`src/sdts_pkg.sv`:
```
`timescale 1ns / 1ps
// ----------------------------------------------------------------------------
// sdts_pkg
// Types and constants shared by the pipelined signed divider.
// ----------------------------------------------------------------------------
package sdts_pkg;

	localparam int unsigned DATA_W          = 32;
	localparam int unsigned MAG_W           = DATA_W + 1;
	localparam int unsigned STEPS_PER_STAGE = 3;
	localparam int unsigned NUM_DIV_STAGES  = MAG_W / STEPS_PER_STAGE;

	localparam logic [DATA_W-1:0] POS_LIMIT = {1'b0, {(DATA_W-1){1'b1}}};

	typedef struct packed {
		logic signed [DATA_W-1:0] dividend;
		logic signed [DATA_W-1:0] divisor;
	} req_t;

	typedef struct packed {
		logic signed [DATA_W-1:0] quotient;
		logic                     saturated;
		logic                     divide_by_zero;
	} rsp_t;

	// Partial division state carried down the pipeline.
	// num shifts left each step; quotient bits enter at its low end.
	typedef struct packed {
		logic [MAG_W-1:0] rem;
		logic [MAG_W-1:0] num;
		logic [MAG_W-1:0] den;
		logic             neg;
		logic             dbz;
	} work_t;

endpackage

```
`src/sdts_prep.sv`:
```
`timescale 1ns / 1ps
// ----------------------------------------------------------------------------
// sdts_prep
// Input stage: takes operand magnitudes at 33 bits and the quotient sign.
// ----------------------------------------------------------------------------
module sdts_prep import sdts_pkg::*; (
	input  logic  clk,
	input  logic  arst_n,
	input  logic  in_valid,
	output logic  in_ready,
	input  req_t  in_data,
	output logic  out_valid,
	input  logic  out_ready,
	output work_t out_data
);

	logic  valid_s1;
	work_t op_s1;
	work_t op_next;

	function automatic logic [MAG_W-1:0] mag33(input logic [DATA_W-1:0] v);
		logic [MAG_W-1:0] ext;
		ext = {v[DATA_W-1], v};
		return v[DATA_W-1] ? (MAG_W'(0) - ext) : ext;
	endfunction

	always_comb begin
		op_next.rem = '0;
		op_next.num = mag33(in_data.dividend);
		op_next.den = mag33(in_data.divisor);
		op_next.neg = in_data.dividend[DATA_W-1] ^ in_data.divisor[DATA_W-1];
		op_next.dbz = (in_data.divisor == '0);
	end

	assign in_ready = !valid_s1 || out_ready;

	always_ff @(posedge clk or negedge arst_n) begin
		if (!arst_n) begin
			valid_s1 <= 1'b0;
		end else if (in_ready) begin
			valid_s1 <= in_valid;
		end
	end

	always_ff @(posedge clk) begin
		if (in_valid && in_ready) begin
			op_s1 <= op_next;
		end
	end

	assign out_valid = valid_s1;
	assign out_data  = op_s1;

endmodule

```
`config.mk`:
```
export PLATFORM = sky130hd
export DESIGN_NAME = sdts_prep
export DESIGN_NICKNAME = d
export VERILOG_FILES = /design/src/sdts_pkg.sv /design/src/sdts_prep.sv
export SDC_FILE = /design/constraint.sdc
export NUM_CORES = 1
export LEC_CHECK = 0
export ABC_AREA = 0
export BUFFER_PORTS_ARGS = -buffer_cell sky130_fd_sc_hd__clkbuf_2
export CORE_MARGIN = 3
export CORE_UTILIZATION = 35
export CTS_CLUSTER_SIZE = 40
export DETAILED_ROUTE_END_ITERATION = 12
export HOLD_SLACK_MARGIN = 0.05
export PLACE_DENSITY = 0.69
export SETUP_SLACK_MARGIN = 0.4
export SLEW_MARGIN = 5
export SYNTH_ARGS = -nofsm -noshare
export SYNTH_HDL_FRONTEND = slang
export SYNTH_SLANG_ARGS = --single-unit
```
`constraint.sdc`:
```
create_clock -name clk -period 5.9 [get_ports clk]
set_input_delay 0.59 -clock clk [delete_from_list [all_inputs] [get_ports clk]]
set_output_delay 0.59 -clock clk [all_outputs]
set_load 0.01 [all_outputs]
```
; After elaboration in Yosys (flattened, before gate mapping)
; Index checks and enable logic that the tools add are counted.
[classes]
n_addsub = 2
mux = 2
bitwise_logic = 1
n_reduce_logical = 4
[ops]
columns = op, count
row1 = $sub A1 B32 Y33 const A, 2
row2 = $mux W31, 2
row3 = $logic_not A32 Y1, 1
row4 = $logic_and A1 B1 Y1, 1
row5 = $logic_not A1 Y1, 1
row6 = $logic_or A1 B1 Y1, 1
row7 = $xor A1 B1 Y1, 1
[totals]
reg_bits = 69
in_bits = 68
output_inout_bits = 103
wordCells = 16

; Logic depth before layout (Yosys ltp)
[depth]
ltp_word = 3
ltp_mapped = 7

; Worst setup path before layout
; OpenSTA, ideal clock, no wires.
[synth_path]
path_type = input -> register
startpoint = in out_ready
endpoint = reg op_s1, in the netlist out_data[0] (enable)
setup_time_ns = 0.434
arrival_ns = 2.400
required_time_ns = 5.466
setup_slack_ns = 3.066
stages = 2
path_cell_list = nand2b_1 > and2_1
[synth_between]
elab_chain_cells = 2
[synth_rtl]
columns = item, line_no
row1 = start: declaration, sdts_prep.sv:13  ; input logic out_ready,
row2 = $logic_or A1 B1 Y1, sdts_prep.sv:35  ; assign in_ready = !valid_s1 || out_ready;
row3 = $logic_and A1 B1 Y1, sdts_prep.sv:46  ; if (in_valid && in_ready) begin
row4 = end signal: assignment, sdts_prep.sv:47  ; op_s1 <= op_next;
row5 = end: declaration, sdts_prep.sv:18  ; work_t op_s1;
; Every way passes these cells.
; A chain may end at the register's enable or synchronous reset.

==> impl_metrics.ini <==
[global_routing]
grt_pass1_vias = 2644
grt_overflow = 0
grt_start_max_net_pins = 69
antenna_found_initial = 0
grt_first_pass_wirelength_um = 12790
grtUsageTotal = 0.1388

[synth]
post_synth_num_cell_types = 34
mappedNetlistArea_um2 = 3761
post_synth_inst_count = 307
synth_top_flop_cell = edfxtp_1
synth_register_bits = 69
post_synth.cell_area_avg_um2 = 12.25
synth_warnings = 0
ys_top_cells_by_area = edfxtp_1 (54%), xnor2_1 (13%), buf_4 (6.6%)
synth_seq_area_share = 0.5496
synth_top_cell_by_area = edfxtp_1
postSynth.asyncResetShare = 0.01449
netlist.area_leader.share = 0.5429
synth_edf_count = 68

[final_layout]
final_core_util = 0.4449
num-nets-final = 518
multi_input_area_um2 = 1503
area_growth_syn_to_layout_pct = 22.65
drive_gt1_frac = 0.3503
most-common-layout-cells = clkbuf_2 (137), edfxtp_1 (68), xnor2_1 (57), conb_1 (35), o31ai_1 (23)
nFillCells = 985
diodes = 0
final_common_cell = clkbuf_2
sequential_cell_area_um2 = 2067

[timing]
fin_crit_ns = 2.506
grt_setup_unrepaired = no
final.setup.worst_slack_ns = 3.394
setup-tns-final_ns = 0
period_share = 0.4247
max_slew.worst_pin.slew_ns = 0.8352
maxSlewHeadroom = 0.4354
hold_viol_final = 0
finClkSkew_ns = 0.007613
fmax_mhz = 399.1
setup_violations = 0
final_max_slew_viol_count = 0

[worst_setup_path]
critical_path_peak_fanout = 17
crit_arrival_ns = 2.66
critPathLaunchType = primary input
worst_setup_path_end_kind = register
cell_count_of_the_worst_reg_to_reg_path = 3
path_type_of_the_worst_setup_path = in -> reg
worst-endpoint-required_ns = 6.06
regToRegSetupSlack_ns = 4.21

[routing]
first_pass_iters = 4
avgViaCountPerCell = 4.763
final_antenna_net_count = 0
routed_wl_um = 8606
drt_iter0_markers = 160
post-route-drc-count = 0
drt-wirelength-per-cell_um = 14.66
via_count = 2796

[floorplan]
row_count = 37
core_area_um2 = 10370
number_of_top_level_pins = 171
fp.dieArea_um2 = 12030
fp.dieW_um = 109.7
floorplan.initialDensity = 0.3627
fp.dieH_um = 109.7

[pwr]
sequentialPowerShare = 0.548
power_frac_comb = 0.173
power_switching_share = 0.2596
max-vdd-ir-drop_mv = 0.08464
static-leakage-power_uw = 0.001788
p_clk_frac = 0.278
p_switching_uw = 281.9
powerDensity_nw_per_um2 = 235.4
cell_internal_pwr_uw = 804.0

[run]
max_cap_violations = 0

[cts]
worst_setup_hold_path_clk_slew_ns = 0.07
clk_buf_depth = 2
numClockSinks = 69
postCtsResizedCells = 0
clock_latency_ns = 0.34
tritoncts.num_buffers = 9
cts_root_buf = clkbuf_8
htree_levels = 3
cts_tree = built

[placement]
detailedPlace.worstSlack_ns = 3.080
dp_hpwl_um = 6542
port_buffers = 137
place.gp.congestion = 0.8305

[outcome]
status = finished clean

[min_path]
holdPathStages = 2
worstHoldPathType = in -> reg
==> critical path, stage by stage <==
cell and delay, ns:
clkbuf_2 0.10, nor4_1 0.56, nand2_1 0.48, or4b_2 0.75, nor4_1 0.19
==> layout make-up <==
class,count,area share
sequential,69,0.4481
multi-input combinational,222,0.3257
timing repair buffer,139,0.1524
tap,136,0.03689
clock buffer,9,0.02685
inverter,7,0.005696
clock inverter,5,0.004340
==> worst paths after layout <==
check	from	endpoint
max in group asynchronous	arst_n	out_valid
worst min-delay path	in_valid	out_valid
worst max-delay path	in_data[11]	out_data[0]
worst max register to register	out_valid	out_data[65]
min in group asynchronous	arst_n	out_valid
worst min register to register	out_valid	out_valid
==> stage by stage <==
step / cell area [um2] / total power (uW) / hold slack (ns) / cells
2_1_floorplan: 3889 / 723.8 / 0.2944 / 341
3_3_place_gp: 4459 / 790.7 / 0.3644 / 572
3_5_place_dp: 4459 / 795.1 / 0.3684 / 572
4_1_cts: 4613 / 1100 / 0.4455 / 587
5_1_grt: 4613 / 1143 / 0.4548 / 587
6_report: 4613 / 1086 / 0.4681 / 587
==> state kept, by name, summed over array words and instances (netlist names) <==
register,cells
out_data,68
out_valid,1
==> cell families (layout without fill, tap and decap cells) <==
family | count (synthesis) | after routing | synth area share
buffers and inverters | 50 | 160 | 0.08516
DFF | 69 | 69 | 0.5496
other | 1 | 35 | 0.0009970
and+or+nand+nor | 74 | 74 | 0.1075
adders and majority gates | 2 | 2 | 0.006652
AOI/OAI and AO/OA | 52 | 52 | 0.1128
xor gates and xnor gates | 59 | 59 | 0.1374
==> per-layer routing <==
layer,GRT usage,up-vias,share of wire
li1,-,1363,-
met1,0.1682,1303,0.41
met2,0.2297,113,0.49
met3,0.03523,17,0.074
met4,0.06768,0,0.022
met5,0,-,0
==> cell usage after synthesis, types with 2 or more instances <==
cell type,n
edfxtp_1,68
xnor2_1,57
buf_4,33
o31ai_1,23
nand2_1,18
o21ai_0,13
nor4_1,11
o41ai_1,10
nor2_1,9
inv_1,7
nand2b_1,7
clkbuf_1,6
nand3_1,6
nor3_1,6
o41ai_2,4
or3_1,4
nand4_1,3
buf_1,2
ha_1,2
nand3b_1,2
or4_4,2
xor2_1,2
==> repair_timing <==
item,in CTS,in global routing
hold endpoints to repair,1,0
hold buffers,1,0
buffers inserted,0,0
==> power groups by stage <==
stage          sequential (uW)  clock (uW)  combinational [uW]
2_1_floorplan              625           0                99.2
3_3_place_gp               606           0                 185
3_5_place_dp               607           0                 188
4_1_cts                    596         315                 190
5_1_grt                    598         337                 208
6_report                   596         302                 188
No activity file was read; power rests on OpenSTA's default activity.
