**config.mk**
```make
export PLATFORM = sky130hd
export DESIGN_NAME = sdts_post
export DESIGN_NICKNAME = d
export VERILOG_FILES = /design/src/sdts_pkg.sv /design/src/sdts_post.sv
export SDC_FILE = /design/constraint.sdc
export NUM_CORES = 1
export LEC_CHECK = 0
export BUFFER_PORTS_ARGS = -buffer_cell sky130_fd_sc_hd__buf_2
export CAP_MARGIN = 20
export CORE_UTILIZATION = 35
export DETAILED_ROUTE_END_ITERATION = 8
export PLACE_DENSITY_LB_ADDON = 0.15
export SLEW_MARGIN = 20
export SYNTH_ARGS = -nofsm -noshare
export SYNTH_HDL_FRONTEND = slang
export SYNTH_SLANG_ARGS = --single-unit
```
**constraint.sdc**
```tcl
create_clock -name clk -period 2 [get_ports clk]
set_clock_uncertainty 0.15 [all_clocks]
set_input_delay 0.1 -clock clk [delete_from_list [all_inputs] [get_ports clk]]
set_output_delay 0.1 -clock clk [all_outputs]
set_load 0.02 [all_outputs]
```
**src/sdts_pkg.sv**
```systemverilog
`timescale 1ns / 1ps
// ----------------------------------------------------------------------------
// sdts_pkg
// Types and constants shared by the pipelined signed divider.
// ----------------------------------------------------------------------------
package sdts_pkg;

	localparam int unsigned DATA_W          = 32;
	localparam int unsigned MAG_W           = DATA_W + 1;
	localparam int unsigned STEPS_PER_STAGE = 3;
	localparam int unsigned NUM_DIV_STAGES  = MAG_W / STEPS_PER_STAGE;

	localparam logic [DATA_W-1:0] POS_LIMIT = {1'b0, {(DATA_W-1){1'b1}}};

	typedef struct packed {
		logic signed [DATA_W-1:0] dividend;
		logic signed [DATA_W-1:0] divisor;
	} req_t;

	typedef struct packed {
		logic signed [DATA_W-1:0] quotient;
		logic                     saturated;
		logic                     divide_by_zero;
	} rsp_t;

	// Partial division state carried down the pipeline.
	// num shifts left each step; quotient bits enter at its low end.
	typedef struct packed {
		logic [MAG_W-1:0] rem;
		logic [MAG_W-1:0] num;
		logic [MAG_W-1:0] den;
		logic             neg;
		logic             dbz;
	} work_t;

endpackage

```
**src/sdts_post.sv**
```systemverilog
`timescale 1ns / 1ps
// ----------------------------------------------------------------------------
// sdts_post
// Output stage: applies the sign, saturates, flags a zero divisor.
// ----------------------------------------------------------------------------
module sdts_post import sdts_pkg::*; (
	input  logic  clk,
	input  logic  arst_n,
	input  logic  in_valid,
	output logic  in_ready,
	input  work_t in_data,
	output logic  out_valid,
	input  logic  out_ready,
	output rsp_t  out_data
);

	logic valid_s3;
	rsp_t rsp_s3;
	rsp_t rsp_next;
	logic over;

	// a positive quotient above the 32-bit limit has bit 32 or bit 31 set
	assign over = !in_data.neg && (in_data.num[MAG_W-1] || in_data.num[DATA_W-1]);

	always_comb begin
		rsp_next.saturated      = 1'b0;
		rsp_next.divide_by_zero = 1'b0;
		if (in_data.dbz) begin
			rsp_next.quotient       = '0;
			rsp_next.divide_by_zero = 1'b1;
		end else if (over) begin
			rsp_next.quotient  = POS_LIMIT;
			rsp_next.saturated = 1'b1;
		end else if (in_data.neg) begin
			rsp_next.quotient = DATA_W'(0) - in_data.num[DATA_W-1:0];
		end else begin
			rsp_next.quotient = in_data.num[DATA_W-1:0];
		end
	end

	assign in_ready = !valid_s3 || out_ready;

	always_ff @(posedge clk or negedge arst_n) begin
		if (!arst_n) begin
			valid_s3 <= 1'b0;
		end else if (in_ready) begin
			valid_s3 <= in_valid;
		end
	end

	always_ff @(posedge clk) begin
		if (in_valid && in_ready) begin
			rsp_s3 <= rsp_next;
		end
	end

	assign out_valid = valid_s3;
	assign out_data  = rsp_s3;

endmodule

```
* Yosys cells after proc, flatten, opt, wreduce, memory -nomap -nowiden
Index checks and enable logic that the tools add are counted.
Word-level totals: register bits after elaboration 35, output and inout port bits 36, word-level logic and storage cells 17
Operators by class: add/subtract/negate cells 1, mux-type cells 4, reduce and logical (&&, ||, !) cells 7
Operators with widths (number):
- two-way mux 32 bit | 1
- subtractor 1 x 32 -> 32 bit, first input constant | 1
- two-way mux 31 bit | 1
- logical AND 1 bit | 2
- zero test 1 bit | 2
- logical OR 1 bit | 2
- two-way mux 1 bit | 2
- OR reduction 2 bit | 1

* Logic depth before layout (Yosys ltp)
word-level depth 3, gate-level depth with buffers 6

* Worst setup path after synthesis
Ideal clock, no wire load.
kind register to register, from register valid_s3 (netlist: out_valid), to register rsp_s3, in the netlist out_data[0], enable pin, data arrival time 1578 ps, library setup time 394 ps, period minus slack after synthesis 2123 ps, slack -123 ps, buffers on the path 0, stages on the path, launching flop included 3, cell sequence dfrtp_1 nand2b_1 and2_1
Between the ends: longest elaborated chain between the ends 3
Ends and longest elaborated chain:
- from (decl) | RTL line sdts_post.sv:17 | logic valid_s3;
- from (signal assigned) | RTL line sdts_post.sv:47 | valid_s3 <= in_valid;
- zero test 1 bit | RTL line sdts_post.sv:41 | assign in_ready = !valid_s3 || out_ready;
- logical OR 1 bit | RTL line sdts_post.sv:41
- via in_ready | RTL line sdts_post.sv:10 | output logic in_ready,
- logical AND 1 bit | RTL line sdts_post.sv:52 | if (in_valid && in_ready) begin
- to (signal assigned) | RTL line sdts_post.sv:53 | rsp_s3 <= rsp_next;
- to (decl) | RTL line sdts_post.sv:18 | rsp_t rsp_s3;
The timed path passes the listed nets, and every way through them passes these cells. A chain may end at the register's enable or synchronous reset.

* Worst setup path after layout
from input port in_data[48] (netlist bit), to register rsp_s3, in the netlist out_data[31] (data pin)
Between the ends: longest elaborated chain between the ends 3
Ends and longest elaborated chain:
- from (decl) | RTL line sdts_post.sv:11 | input work_t in_data,
- subtractor 1 x 32 -> 32 bit | RTL line sdts_post.sv:35 | rsp_next.quotient = DATA_W'(0) - in_data.num[DATA_W-1:0];
- two-way mux 32 bit | RTL line sdts_post.sv:34 | end else if (in_data.neg) begin
- two-way mux 31 bit | RTL line sdts_post.sv:31 | end else if (over) begin
No other way between the ends.

==> metrics.md <==
| Metric | Value |
|---|---|
| Result of the run | finished, final reports clean |
| Router iterations before antenna repair | 4 |
| CTS Sinks | 35 |
| Cell Chain, Critical Path | buf_2 > nor4_2 > nand3_2 > nor3_1 > mux2_2 > a211oi_1 |
| Slowest-stage cell, CP | nor4_2 |
| Vias in the first global route | 1736 |
| Finish-stage setup viols | 0 |
| R2r endpoint | out_valid |
| Worst R2R Setup Slack | 0.65 ns |
| Hold Violations, Final | 0 |
| Main synth FF type | edfxtp_1 |
| Slowest stage delay, CP | 0.40 ns |
| Data required time of the worst path | 1.96 ns |
| Power per cell area | 602 mW/mm2 |
| HP Start | in_data[38] |
| Slew Viols, Final | 0 |
| Post-synth EDFFs | 34 |
| Synthesized net count | 305 |
| Routability cong. | 0.767 |
| Layout Area Growth over Synthesis | 37.7% |
| Post-Place Worst Slack | -0.0267 ns |
| Top cells by count, synth | edfxtp_1, a211oi_1, nor2_1, nor3_1, xor2_1 |
| CTS Hold Bufs | 4 |
| Antenna Nets Post-Route | 0 |
| Detailed placement HPWL | 3830 um |
| Die height | 79.5 um |
| Setup crit end kind | register |
| Hold depth | 2 |
| P_leak | 1.15 nW |
| Wire per inst | 14.0 um |
| Setup CP Type | input pin to register |
| Type of the tightest min-delay check | input pin to register |
| Initial core utilization | 0.373 |
| Synth area leaders | edfxtp_1, a211oi_1, xor2_1, nor2_1, nor3_1 |
| Clock root buffer | clkbuf_8 |
| Yosys cell types | 37 |
| Final worst slack | 0.266 ns |
| Share of cells above drive strength 1 | 0.420 |
| Die area | 0.00632 mm2 |
| CTS tree | yes |
| # diodes | 0 |
| Worst Hold Path EP | out_data[5] |
| Row cnt | 27 |
| F_max | 577 MHz |
| Part of the cycle the worst path needs | 0.867 |
| Drt total wl | 5270 um |
| Global-route wire length before repair | 8540 um |
| Number of setup buffers added after CTS | 0 |
| Worst-Margin Slew | 0.899 ns |
| # DRC | 0 |
| Min Tclk post-route | 1.73 ns |
| Clk Latency, worst-skew pair | 0.28 ns |
| # fillers | 537 |
| Slew HR | 0.398 |
| Unrepaired setup endpoints after global routing | no |
| Number of buffers created by CTS | 5 |
| Most common cell in the netlist | edfxtp_1 |
| CTS clock-pin slew for the worst setup and hold paths | 0.07 ns |
| # resized after CTS | 0 |
| Grt total ovfl | 0 |
| Worst reg2reg path startpoint | out_valid |
| Worst IR drop on VDD | 0.244 mV |
| Routed vias | 1894 |
| Critical-path maximum fanout | 4 |
| Largest net degree at the start of global routing | 35 |
| Area fraction of the dominant cell type after synthesis | 0.486 |
| Cell count after synthesis | 198 |
| Synthesized flop and latch total | 35 |
| Top Ports | 141 |
| Synth warnings | 0 |
| Avg Inst Size Synth | 10.6 um2 |
| Htree depth | 2 |
| Chip width | 79.5 um |
| PortBufs | 74 |
| Core Area | 0.00564 mm2 |
| Fin util | 0.513 |
| Initial antenna violation count | 0 |
| Detail-routed via count per cell | 5.02 |
| Reg2Reg Depth | 3 |
| Async SR Flop Fraction | 0.0286 |
| Largest area contributor in the netlist | edfxtp_1 |
| Final nets | 411 |
| Max-Cap Viols | 0 |
| Global-route usage over all layers | 0.177 |
| Seq/Total Area, Yosys | 0.498 |
| Startpoint types | input pin |
| Crit path DAT | 1.69 ns |
| Iter 0 DRT Violations | 58 |
| Cell Area, Synth | 0.00210 mm2 |
| Clock Path Buffers | 2 |
-- metal layers --
metal	GRT usage	wire (um)	up-vias	share of wire
met3	0.0469	314	4	0.060
met2	0.285	2480	54	0.47
li1	-	-	975	-
met1	0.236	2440	861	0.46
met5	0	0	-	0
met4	0.0436	42	0	0.0080
-- cells in the final DEF, fill, tap and decap left out, types with 3 or more instances in the layout --
cell           count
buf_2             74
nor4_1             5
nand2b_1           3
a21oi_1            4
nor3_1            17
nor4_2             4
nand2_1            9
a211oi_1          26
xor2_1            15
edfxtp_1          34
nor2_1            26
buf_4             31
clkbuf_8           5
a311oi_1           6
inv_1              5
nand3_1            5
dlygate4sd3_1      4
-- through the flow --
step	std cells	setup TNS (ns)	total power, mW	area, um2	hold WS, ns
after floorplan	198	0	1.08	2100	-0.346
after global placement	365	-0.0705	1.25	2770	-0.275
after detailed placement	365	-0.0736	1.26	2770	-0.271
after CTS	377	0	1.76	2900	0.0359
after global routing	377	0	1.83	2900	0.0414
final	377	0	1.74	2900	0.0386
-- registers in the layout, indices dropped and copies added (netlist names) --
| name | count |
|---|---|
| out_data | 34 |
| out_valid | 1 |
-- power breakdown --
group / total, mW / leakage [nW] / internal (mW) / switching [mW]
Clock: 0.498 / 0.0422 / 0.244 / 0.253
Sequential: 0.874 / 0.342 / 0.863 / 0.0105
Combinational: 0.372 / 0.770 / 0.146 / 0.226
Total: 1.74 / 1.15 / 1.25 / 0.489
-- cell families (layout without fill, tap and decap cells) --
family / Yosys count / after routing / share of synthesized area
muxes: 1 / 1 / 0.00536
buffers and inverters: 16 / 123 / 0.0292
AOI/OAI and AO/OA: 45 / 45 / 0.160
DFF: 35 / 35 / 0.498
xor gates and xnor gates: 17 / 17 / 0.0708
adders and majority gates: 2 / 2 / 0.0119
and+or+nand+nor: 82 / 82 / 0.225
-- critical path: cells and delay by family --
kind	cells	cell delay (ns)
simple gates	3	0.87
mux	1	0.38
compound gates	1	0.23
buf+inv	1	0.11
-- worst max-delay path by stage --
stage          cells past startpoint         from            to  slack (ns)
2_1_floorplan                      5  in_data[40]  out_data[31]        0.20
3_3_place_gp                       6  in_data[40]  out_data[31]       -0.03
3_5_place_dp                       6  in_data[40]  out_data[30]       -0.03
4_1_cts                            6  in_data[40]  out_data[31]        0.25
5_1_grt                            8  in_data[40]  out_data[20]        0.08
6_report                           6  in_data[48]  out_data[31]        0.27
-- layout make-up --
| type | count | area, um2 | share of cell area |
|---|---|---|---|
| Sequential cell | 35 | 1050 | 0.361 |
| Multi-Input combinational cell | 147 | 996 | 0.344 |
| Timing Repair Buffer | 110 | 663 | 0.229 |
| Tap cell | 72 | 90.1 | 0.0311 |
| Clock buffer | 7 | 76.3 | 0.0264 |
| Inverter | 5 | 18.8 | 0.00648 |
| Clock inverter | 1 | 5.00 | 0.00173 |
(Power assumes the default switching activity.)
