**config.mk**
```make
export PLATFORM = sky130hd
export DESIGN_NAME = sdts_div_stage
export DESIGN_NICKNAME = d
export VERILOG_FILES = /design/src/sdts_pkg.sv /design/src/sdts_div_stage.sv
export SDC_FILE = /design/constraint.sdc
export NUM_CORES = 1
export LEC_CHECK = 0
export BUFFER_PORTS_ARGS = -buffer_cell sky130_fd_sc_hd__buf_2
export CAP_MARGIN = 40
export CORE_MARGIN = 2
export CORE_UTILIZATION = 56
export CTS_CLUSTER_SIZE = 24
export DETAILED_ROUTE_END_ITERATION = 16
export PLACE_DENSITY_LB_ADDON = 0.1
export SYNTH_ARGS = -nofsm -noshare
export SYNTH_HDL_FRONTEND = slang
export SYNTH_SLANG_ARGS = --single-unit
```
**constraint.sdc**
```tcl
create_clock -name clk -period 4.5 [get_ports clk]
set_input_delay 0.9 -clock clk [delete_from_list [all_inputs] [get_ports clk]]
set_output_delay 0.9 -clock clk [all_outputs]
set_load 0.1 [all_outputs]
```
**src/sdts_pkg.sv**
```systemverilog
`timescale 1ns / 1ps
// ----------------------------------------------------------------------------
// sdts_pkg
// Types and constants shared by the pipelined signed divider.
// ----------------------------------------------------------------------------
package sdts_pkg;

	localparam int unsigned DATA_W          = 32;
	localparam int unsigned MAG_W           = DATA_W + 1;
	localparam int unsigned STEPS_PER_STAGE = 3;
	localparam int unsigned NUM_DIV_STAGES  = MAG_W / STEPS_PER_STAGE;

	localparam logic [DATA_W-1:0] POS_LIMIT = {1'b0, {(DATA_W-1){1'b1}}};

	typedef struct packed {
		logic signed [DATA_W-1:0] dividend;
		logic signed [DATA_W-1:0] divisor;
	} req_t;

	typedef struct packed {
		logic signed [DATA_W-1:0] quotient;
		logic                     saturated;
		logic                     divide_by_zero;
	} rsp_t;

	// Partial division state carried down the pipeline.
	// num shifts left each step; quotient bits enter at its low end.
	typedef struct packed {
		logic [MAG_W-1:0] rem;
		logic [MAG_W-1:0] num;
		logic [MAG_W-1:0] den;
		logic             neg;
		logic             dbz;
	} work_t;

endpackage

```
**src/sdts_div_stage.sv**
```systemverilog
`timescale 1ns / 1ps
// ----------------------------------------------------------------------------
// sdts_div_stage
// One divider pipeline stage: a few restoring shift-and-subtract steps.
// ----------------------------------------------------------------------------
module sdts_div_stage import sdts_pkg::*; (
	input  logic  clk,
	input  logic  arst_n,
	input  logic  in_valid,
	output logic  in_ready,
	input  work_t in_data,
	output logic  out_valid,
	input  logic  out_ready,
	output work_t out_data
);

	logic  valid_s2;
	work_t work_s2;
	work_t work_next;

	always_comb begin
		logic [MAG_W-1:0] trial;
		logic [MAG_W:0]   diff;
		work_next = in_data;
		for (int i = 0; i < STEPS_PER_STAGE; i++) begin
			// bring the next dividend bit into the partial remainder
			trial = {work_next.rem[MAG_W-2:0], work_next.num[MAG_W-1]};
			diff  = {1'b0, trial} - {1'b0, work_next.den};
			if (!diff[MAG_W]) begin
				work_next.rem = diff[MAG_W-1:0];
			end else begin
				work_next.rem = trial;
			end
			work_next.num = {work_next.num[MAG_W-2:0], !diff[MAG_W]};
		end
	end

	assign in_ready = !valid_s2 || out_ready;

	always_ff @(posedge clk or negedge arst_n) begin
		if (!arst_n) begin
			valid_s2 <= 1'b0;
		end else if (in_ready) begin
			valid_s2 <= in_valid;
		end
	end

	always_ff @(posedge clk) begin
		if (in_valid && in_ready) begin
			work_s2 <= work_next;
		end
	end

	assign out_valid = valid_s2;
	assign out_data  = work_s2;

endmodule

```
# Word-level counts from Yosys, hierarchy flattened
# Index checks and enable logic that the tools add are counted.
# word_totals
output_inout_bits	103
reg_bits	102
input_bits	105
# classes
n_reduce_logical	6
add_sub_neg	3
muxes	3
# ops
cell	count
$sub 33x33->34	3
$mux 32	2
$mux 33	1
$logic_not 1->1	4
$logic_and 1x1->1	1
$logic_or 1x1->1	1

# Longest topological paths before layout
# Gate-level depths: netlist of run 1.
# logic_depth
depth_word	6
depth_mapped	40
ltp_nobuf	34

# Worst setup path after synthesis of run 1
# Ideal clock, no wire load.
# synth_timing
path_kind	input-to-reg
startpoint	input in_data[14] in the netlist's numbering
endpoint	register work_s2 (netlist bit out_data[76]), data pin
path_stages	37
setup_slack_ns	-4.310
t_required_ns	4.238
arrival_time_ns	8.548
n_path_buf	5
cell_sequence	inv_1 -> ha_1 -> and3_1 -> and2_1 -> nand2_1 -> o211ai_1 -> o311ai_1 -> a31oi_1 -> buf_2 -> buf_2 -> mux2_2 -> ha_1 -> nand3_1 -> nor2_1 -> nand2_1 -> o21ai_0 -> a41oi_4 -> o311ai_4 -> o31ai_4 -> a221o_1 -> buf_6 -> inv_6 -> buf_6 -> mux2_2 -> inv_1 -> ha_1 -> nor2b_1 -> o31a_1 -> o31a_1 -> a2111oi_4 -> o21bai_2 -> o21ai_4 -> o21bai_2 -> a221oi_4 -> inv_4 -> buf_6 -> mux2_1
# synth_lines
item	line_no	text
from (decl)	sdts_div_stage.sv:11	input work_t in_data,
to (signal assigned)	sdts_div_stage.sv:50	work_s2 <= work_next;
to (decl)	sdts_div_stage.sv:18	work_t work_s2;

==> results of run 1 <==
-- sequential cells by signal (all words and copies together), names as in the netlist --
name / count
out_data: 101
out_valid: 1
-- repair_timing --
item                                    in CTS  in global routing
cloned                                       2                  0
endpoints found under the setup margin      35                 35
resized for setup                           27                 43
pin swaps                                   10                  8
setup buffers                               13                 20
-- layer usage --
metal | wire length, um | share of wire (%) | global-route usage [%]
met3 | 3200 | 8.7 | 5.90
met4 | 2170 | 5.9 | 15.6
met1 | 14400 | 39 | 47.2
met2 | 17200 | 46 | 63.0
met5 | 0 | 0 | 0
-- area by class of cell --
cell class,instances,area [um2]
clock buffer,9,225
clock inverter,7,100
fill,828,2110
inverter,67,269
multi-input combinational,764,6300
sequential,102,3060
tap,220,275
timing repair buffer,601,4190
-- cell usage in the layout, fill, tap and decap left out, types with 10 or more instances in the layout --
master	netlist	layout
nand2b_1	14	14
xor2_1	27	27
buf_4	0	376
o21ai_0	42	32
mux2_4	25	31
buf_2	3	205
ha_4	0	12
nor2_1	73	71
xnor2_1	49	49
a211oi_1	12	11
a21oi_2	0	10
ha_1	99	86
edfxtp_1	101	101
nand3_1	15	14
inv_1	65	62
a31oi_1	14	13
o21a_1	18	18
mux2_2	38	34
a21oi_1	89	79
a21o_1	52	52
nor3_1	14	14
nand2_1	52	52
-- report_power, final --
group	internal, uW	switching (uW)
clock	454	473
sequential	1280	49.0
combinational	2540	3360
-- stage by stage --
| step | worst slack [ns] | instance area, um2 | setup TNS (ns) | std cells | hold slack [ns] |
|---|---|---|---|---|---|
| 3_5_place_dp | -4.27 | 13600 | -144.42 | 1723 | 0.562 |
| 5_1_grt | -4.37 | 14400 | -146.04 | 1770 | 0.272 |
| 4_1_cts | -3.67 | 14200 | -122.49 | 1754 | 0.302 |
| 3_3_place_gp | -4.03 | 13500 | -136.18 | 1722 | 0.504 |
| 6_report | -4.04 | 14400 | -133.71 | 1770 | 0.273 |
| 2_1_floorplan | -3.91 | 9570 | -130.69 | 952 | 0.604 |
-- worst paths after layout --
check	from	to	slack (ns)	depth (start not counted)
max	in_data[3]	out_data[95]	-4.04	39
min	arst_n	out_valid	0.27	1
max reg2reg	out_valid	out_data[57]	2.49	4
min reg2reg	out_valid	out_valid	0.66	2
max in group asynchronous	arst_n	out_valid	4.13	1
min in group clk	out_valid	out_valid	0.66	2
-- logic make-up after synthesis --
logic type / after synthesis / share of synthesized area [%]
fa+ha+maj: 102 / 13.8
flops: 102 / 32.5
xor+xnor: 76 / 7.07
mux: 77 / 10.1
buf+inv: 86 / 4.03
simple gates: 210 / 10.4
compound gates: 299 / 22.1
==> flow_metrics.env, run 1 <==
export IMPL_status="complete, but fails checks"
export IMPL_violations="negative setup slack"
export IMPL_start_util_pct=56.9
export IMPL_endpoint_kind="flip-flop"
export IMPL_worst_pin_slew_ns=0.527
export IMPL_p_per_area_nw_per_um2=566
export IMPL_rsz0062_at_grt="yes"
export IMPL_yosys_area_top_type_share_pct=32.2
export IMPL_max_stage_delay_ns=0.54
export IMPL_clk_latency_ns=0.39
export IMPL_wl_per_cell_um=20.9
export IMPL_area_delta_synth_final_pct=53.2
export IMPL_drc=0
export IMPL_worst_path_max_fanout=17
export IMPL_wirelength_um=36900
export IMPL_chipHeight_um=134
export IMPL_synth_cells=952
export IMPL_core_um2=16500
export IMPL_fp_row_count=47
export IMPL_ctsHoldBuffers=0
export IMPL_cts_path_max_buffers=2
export IMPL_routabilityCongestion=0.953
export IMPL_htree_levels=3
export IMPL_yosysWarnings=0
export IMPL_antenna_found_initial=0
export IMPL_critPathTopFamily="compound AO/OA/AOI/OAI gates"
export IMPL_hpwlAfterDp_um=24500
export IMPL_final_setup_worst_slack_ns=-4.04
export IMPL_max_slew_margin_pct=64.5
export IMPL_avgSynthCellArea_um2=9.88
export IMPL_p_leak_uw=0.00702
export IMPL_worst_ep_arrival_time_ns=8.66
export IMPL_p_total_uw=8160
export IMPL_cpMostUsedCell="buf_4"
export IMPL_synth_flop_cell="edfxtp_1"
export IMPL_postRouteAntennaNets=0
export IMPL_syn_area_um2=9410
export IMPL_critPathSlowestCell="or3b_2"
export IMPL_cts_inserted_buffers=9
export IMPL_synth_seq_area_share_pct=32.5
export IMPL_via_per_inst=6.01
export IMPL_hold_path_class="input port to asynchronous set/reset pin"
export IMPL_dieArea_um2=17900
export IMPL_clkSinkCount=102
export IMPL_antenna_cells=0
export IMPL_synth_common_cells="101 x edfxtp_1, 99 x ha_1, 89 x a21oi_1"
export IMPL_grt_pass1_vias=10100
export IMPL_final_max_slew_viol_count=0
export IMPL_cts_root_buffer="clkbuf_16"
export IMPL_finalClockSkew_ns=0.0223
export IMPL_synthTopCellsByArea="edfxtp_1 32%, ha_1 13%, a21oi_1 4.7%"
export IMPL_ys_async_sr_fraction_pct=0.980
export IMPL_finalHoldViolations=0
export IMPL_synth_cell_types=72
export IMPL_irDropWorstVdd_uv=474
export IMPL_grt_max_degree=52
export IMPL_start_kind="input port"
export IMPL_boundaryPins=208
export IMPL_post_synth_top_area_cell="edfxtp_1"
export IMPL_overflow=0
export IMPL_synth_most_common_cell="edfxtp_1"
export IMPL_maxCapViolCount=0
export IMPL_min_period_ns=8.54
export IMPL_grtUsageTotal_pct=37.1
export IMPL_post_route_period_util_pct=190
export IMPL_io_buffer_count=206
export IMPL_cts_tree="built"
export IMPL_crit_type="input port to flip-flop"
export IMPL_grt_pass1_wl_um=52000
export IMPL_synth_edff_count=101
export IMPL_dieWidth_um=134
export IMPL_final_util_pct=87.2
export IMPL_setup_viol=35
export IMPL_fin_nets=1752
export IMPL_cts_clk_slew_worst_paths_ns=0.10
export IMPL_dr_pass1_iters=10
export IMPL_cp_num_buf_inv=11
export IMPL_num_vias=10600
export IMPL_syn_num_nets=1159
export IMPL_yosys_register_bits=102
export IMPL_max_freq_ghz=0.117
export IMPL_drtIter0Drc=1139
export IMPL_cp_data_required_time_ns=4.62
export IMPL_drive_above_1_share_pct=48.3
(Power assumes the default switching activity.)
==> inputs of run 2 (changes only) <==
--- a/config.mk
+++ b/config.mk
@@ -11,7 +11,7 @@
 export CORE_UTILIZATION = 56
 export CTS_CLUSTER_SIZE = 24
 export DETAILED_ROUTE_END_ITERATION = 16
-export PLACE_DENSITY_LB_ADDON = 0.1
+export PLACE_DENSITY = 0.85
 export SYNTH_ARGS = -nofsm -noshare
 export SYNTH_HDL_FRONTEND = slang
 export SYNTH_SLANG_ARGS = --single-unit
==> flow_metrics.env, run 2 <==
export IMPL_boundaryPins=208
export IMPL_synth_edff_count=101
export IMPL_syn_num_nets=1159
export IMPL_cts_inserted_buffers=9
export IMPL_dp_worst_setup_slack_ns=-4.16
export IMPL_ctsHoldBuffers=0
export IMPL_avgSynthCellArea_um2=9.88
export IMPL_cts_path_max_buffers=2
export IMPL_status="aborted with a tool error"
export IMPL_dp_cells=1732
export IMPL_start_util_pct=56.9
export IMPL_synth_simple_area_share_pct=10.4
export IMPL_dieWidth_um=134
export IMPL_chipHeight_um=134
export IMPL_synthMuxAreaShare_pct=10.1
export IMPL_worst_endpoint_pin_kind="register input"
export IMPL_cts_root_buffer="clkbuf_16"
export IMPL_post_synth_top_area_cell="edfxtp_1"
export IMPL_overflow=1
export IMPL_synth_fa_ha_area_share_pct=13.8
export IMPL_synth_common_cells="101 x edfxtp_1, 99 x ha_1, 89 x a21oi_1"
export IMPL_synth_seq_area_share_pct=32.5
export IMPL_synth_cells=952
export IMPL_synth_most_common_cell="edfxtp_1"
export IMPL_grt_worst_setup_endpoint="out_data[70]$_DFFE_PP_/D"
export IMPL_synthTopCellsByArea="edfxtp_1 32%, ha_1 13%, a21oi_1 4.7%"
export IMPL_ys_async_sr_fraction_pct=0.980
export IMPL_yosys_register_bits=102
export IMPL_clkSinkCount=102
export IMPL_syn_area_um2=9410
export IMPL_fp_row_count=47
export IMPL_toolErrorMsg="[ERROR GRT-0232] Routing congestion too high. Check the congestion heatmap in the GUI."
export IMPL_synth_cell_types=72
export IMPL_synth_compound_area_share_pct=22.1
export IMPL_synth_flop_cell="edfxtp_1"
export IMPL_htree_levels=3
export IMPL_stop_stage="global routing"
export IMPL_grt_max_degree=60
export IMPL_synth_top_family_by_area="compound AO/OA/AOI/OAI gates"
export IMPL_yosysWarnings=0
export IMPL_grtUsageTotal_pct=79.3
export IMPL_routabilityCongestion=1.00
export IMPL_io_buffer_count=206
export IMPL_synth_xor_area_share_pct=7.07
export IMPL_hpwlAfterDp_um=26400
export IMPL_antenna_found_initial=11
export IMPL_yosys_area_top_type_share_pct=32.2
## run 2: metrics by stage
step / util, % / area (um2)
floorplan: - / 9570
global placement: 82.2 / 13600
detailed placement: 82.2 / 13600
CTS: 86.5 / 14300
## run 2: cell families after synthesis
kind of cell    Yosys count
flops                   102
simple gates            210
buf+inv                  86
mux                      77
xor+xnor                 76
compound gates          299
fa+ha+maj               102
## run 2: routing by layer
metal / GRT overflow / GRT usage [%]
met5: 0 / 54.7
met4: 0 / 75.6
met3: 0 / 69.6
met2: 1 / 91.8
met1: 0 / 78.7
## run 2: timing repair
action | 4_1_cts
setup buffers | 21
gates cloned | 3
pin swaps | 30
setup endpoints to repair | 35
resized for setup | 52
==> inputs of run 3 (changes only) <==
--- a/config.mk
+++ b/config.mk
@@ -8,10 +8,9 @@
 export BUFFER_PORTS_ARGS = -buffer_cell sky130_fd_sc_hd__buf_2
 export CAP_MARGIN = 40
 export CORE_MARGIN = 2
-export CORE_UTILIZATION = 56
-export CTS_CLUSTER_SIZE = 24
+export CORE_UTILIZATION = 40
 export DETAILED_ROUTE_END_ITERATION = 16
-export PLACE_DENSITY = 0.85
+export PLACE_DENSITY_LB_ADDON = 0.15
 export SYNTH_ARGS = -nofsm -noshare
 export SYNTH_HDL_FRONTEND = slang
 export SYNTH_SLANG_ARGS = --single-unit
==> flow_metrics.env, run 3 (same netlist as run 1, synthesis figures left out) <==
export IMPL_status="complete, but fails checks"
export IMPL_violations="negative setup slack"
export IMPL_netSwitchingPower_uw=3530
export IMPL_wl_per_cell_um=16.2
export IMPL_finalHoldViolations=0
export IMPL_cts_tree="built"
export IMPL_cts_inserted_buffers=9
export IMPL_cts_clk_slew_worst_paths_ns=0.09
export IMPL_max_slew_margin_pct=57.9
export IMPL_cts_path_max_buffers=2
export IMPL_p_per_area_nw_per_um2=537
export IMPL_post_dp_cell_area_um2=13600
export IMPL_io_buffer_count=206
export IMPL_final_max_slew_viol_count=0
export IMPL_design_area_um2=14500
export IMPL_clkPwrFrac_pct=11.7
export IMPL_post_route_period_util_pct=184
export IMPL_maxCapViolCount=0
export IMPL_postRouteAntennaNets=0
export IMPL_grt_pass1_vias=9149
export IMPL_p_seq_share_pct=17.1
export IMPL_overflow=0
export IMPL_p_leak_uw=0.00697
export IMPL_setup_viol=35
export IMPL_core_um2=23300
export IMPL_irDropWorstVdd_uv=361
export IMPL_worst_ep_arrival_time_ns=8.42
export IMPL_r2r_slack_ns=2.69
export IMPL_grt_pass1_wl_um=47100
export IMPL_boundaryPins=208
export IMPL_grtUsageTotal_pct=24.4
export IMPL_endpoint_kind="flip-flop"
export IMPL_clkSinkCount=102
export IMPL_cp_data_required_time_ns=4.63
export IMPL_fp_row_count=56
export IMPL_final_common_cell="buf_4"
export IMPL_num_vias=9274
export IMPL_drtIter0Drc=486
export IMPL_finalClockSkew_ns=0.0154
export IMPL_clk_latency_ns=0.37
export IMPL_wirelength_um=30100
export IMPL_sw_frac_of_total_pct=45.4
export IMPL_chipHeight_um=157
export IMPL_fin_nets=1742
export IMPL_max_stage_delay_ns=0.43
export IMPL_cts_root_buffer="clkbuf_16"
export IMPL_dieWidth_um=157
export IMPL_area_delta_synth_final_pct=53.9
export IMPL_start_kind="input port"
export IMPL_via_per_inst=4.99
export IMPL_fin_setup_tns_ns=-127.54
export IMPL_largest_register_ffs=101
export IMPL_routabilityCongestion=0.915
export IMPL_max_freq_ghz=0.121
export IMPL_combPwrFrac_pct=71.3
export IMPL_antenna_cells=0
export IMPL_final_setup_worst_slack_ns=-3.79
export IMPL_dieArea_um2=24800
export IMPL_critPathSlowestCell="a221o_2"
export IMPL_dr_pass1_iters=5
export IMPL_start_util_pct=40.4
export IMPL_final_cell_mix="367 x buf_4, 205 x buf_2, 101 x edfxtp_1, 87 x ha_1, 78 x a21oi_1"
export IMPL_rsz0062_at_grt="yes"
export IMPL_crit_type="input port to flip-flop"
export IMPL_grt_max_degree=61
export IMPL_htree_levels=3
export IMPL_fillCellCount=2048
export IMPL_antenna_found_initial=0
export IMPL_drive_above_1_share_pct=48.2
export IMPL_multi_input_area_um2=6310
export IMPL_drc=0
export IMPL_hold_path_class="input port to asynchronous set/reset pin"
export IMPL_worst_pin_slew_ns=0.632
export IMPL_register_area_um2=3060
export IMPL_hpwlAfterDp_um=24100
export IMPL_worst_path_max_fanout=17
export IMPL_dp_worst_setup_slack_ns=-4.36
export IMPL_min_period_ns=8.29
export IMPL_power_internal_uw=4240
run 3: worst max-delay path, delay by kind of cell:
family	cells	cell delay, ns
AO/OA/AOI/OAI	20	4.01
adder cells (fa/ha/maj)	3	0.88
buffers and inverters	10	1.45
multiplexers	2	0.65
AND/OR/NAND/NOR	4	0.51
run 3: area by class of cell:
cell class | instances | share of cell area [%]
multi-input combinational | 764 | 43.6
tap | 319 | 2.76
inverter | 67 | 1.88
sequential | 102 | 21.1
clock inverter | 7 | 0.709
clock buffer | 9 | 1.56
timing repair buffer | 591 | 28.4
run 3: stage by stage:
stage          std cells  utilization [%]  power [uW]  hold slack (ns)
2_1_floorplan        952                -        4810            0.604
3_3_place_gp        1815             58.5        6410            0.511
3_5_place_dp        1815             58.5        6460            0.537
4_1_cts             1856             62.1        7750            0.278
5_1_grt             1859             62.2        8210            0.277
6_report            1859             62.2        7770            0.282
run 3: path summary, 6_finish.rpt:
path	endpoint	from	cells after the start
hold reg to reg	out_valid	out_valid	2
min in group clk	out_valid	out_valid	2
setup reg to reg	out_data[100]	out_valid	3
max in group asynchronous	out_valid	arst_n	1
setup / recovery	out_data[82]	in_data[3]	39
hold / removal	out_valid	arst_n	1
run 3: repair_timing:
| action | 4_1_cts | 5_1_grt |
|---|---|---|
| setup buffers | 24 | 5 |
| cloned | 2 | 0 |
| endpoints found under the hold margin | 0 | 0 |
| hold buffers | 0 | 0 |
| pin swaps | 14 | 9 |
| setup endpoints to repair | 35 | 35 |
| gates resized for setup | 56 | 6 |
run 3: power by group through the flow:
stage	logic (uW)	clock network (uW)	registers, uW
floorplan	2440	0	2380
global placement	5060	0	1350
detailed placement	5110	0	1350
CTS	5500	922	1330
global route	5920	948	1340
finish	5540	907	1330
run 3: layer usage:
layer	part of all wire [%]	track usage [%]	vias to the layer above	wire length, um
li1	-	-	4726	-
met1	48	33.8	4308	14500
met2	45	40.0	213	13600
met3	4.4	3.03	27	1330
met4	2.0	6.80	0	603
met5	0	0	-	0
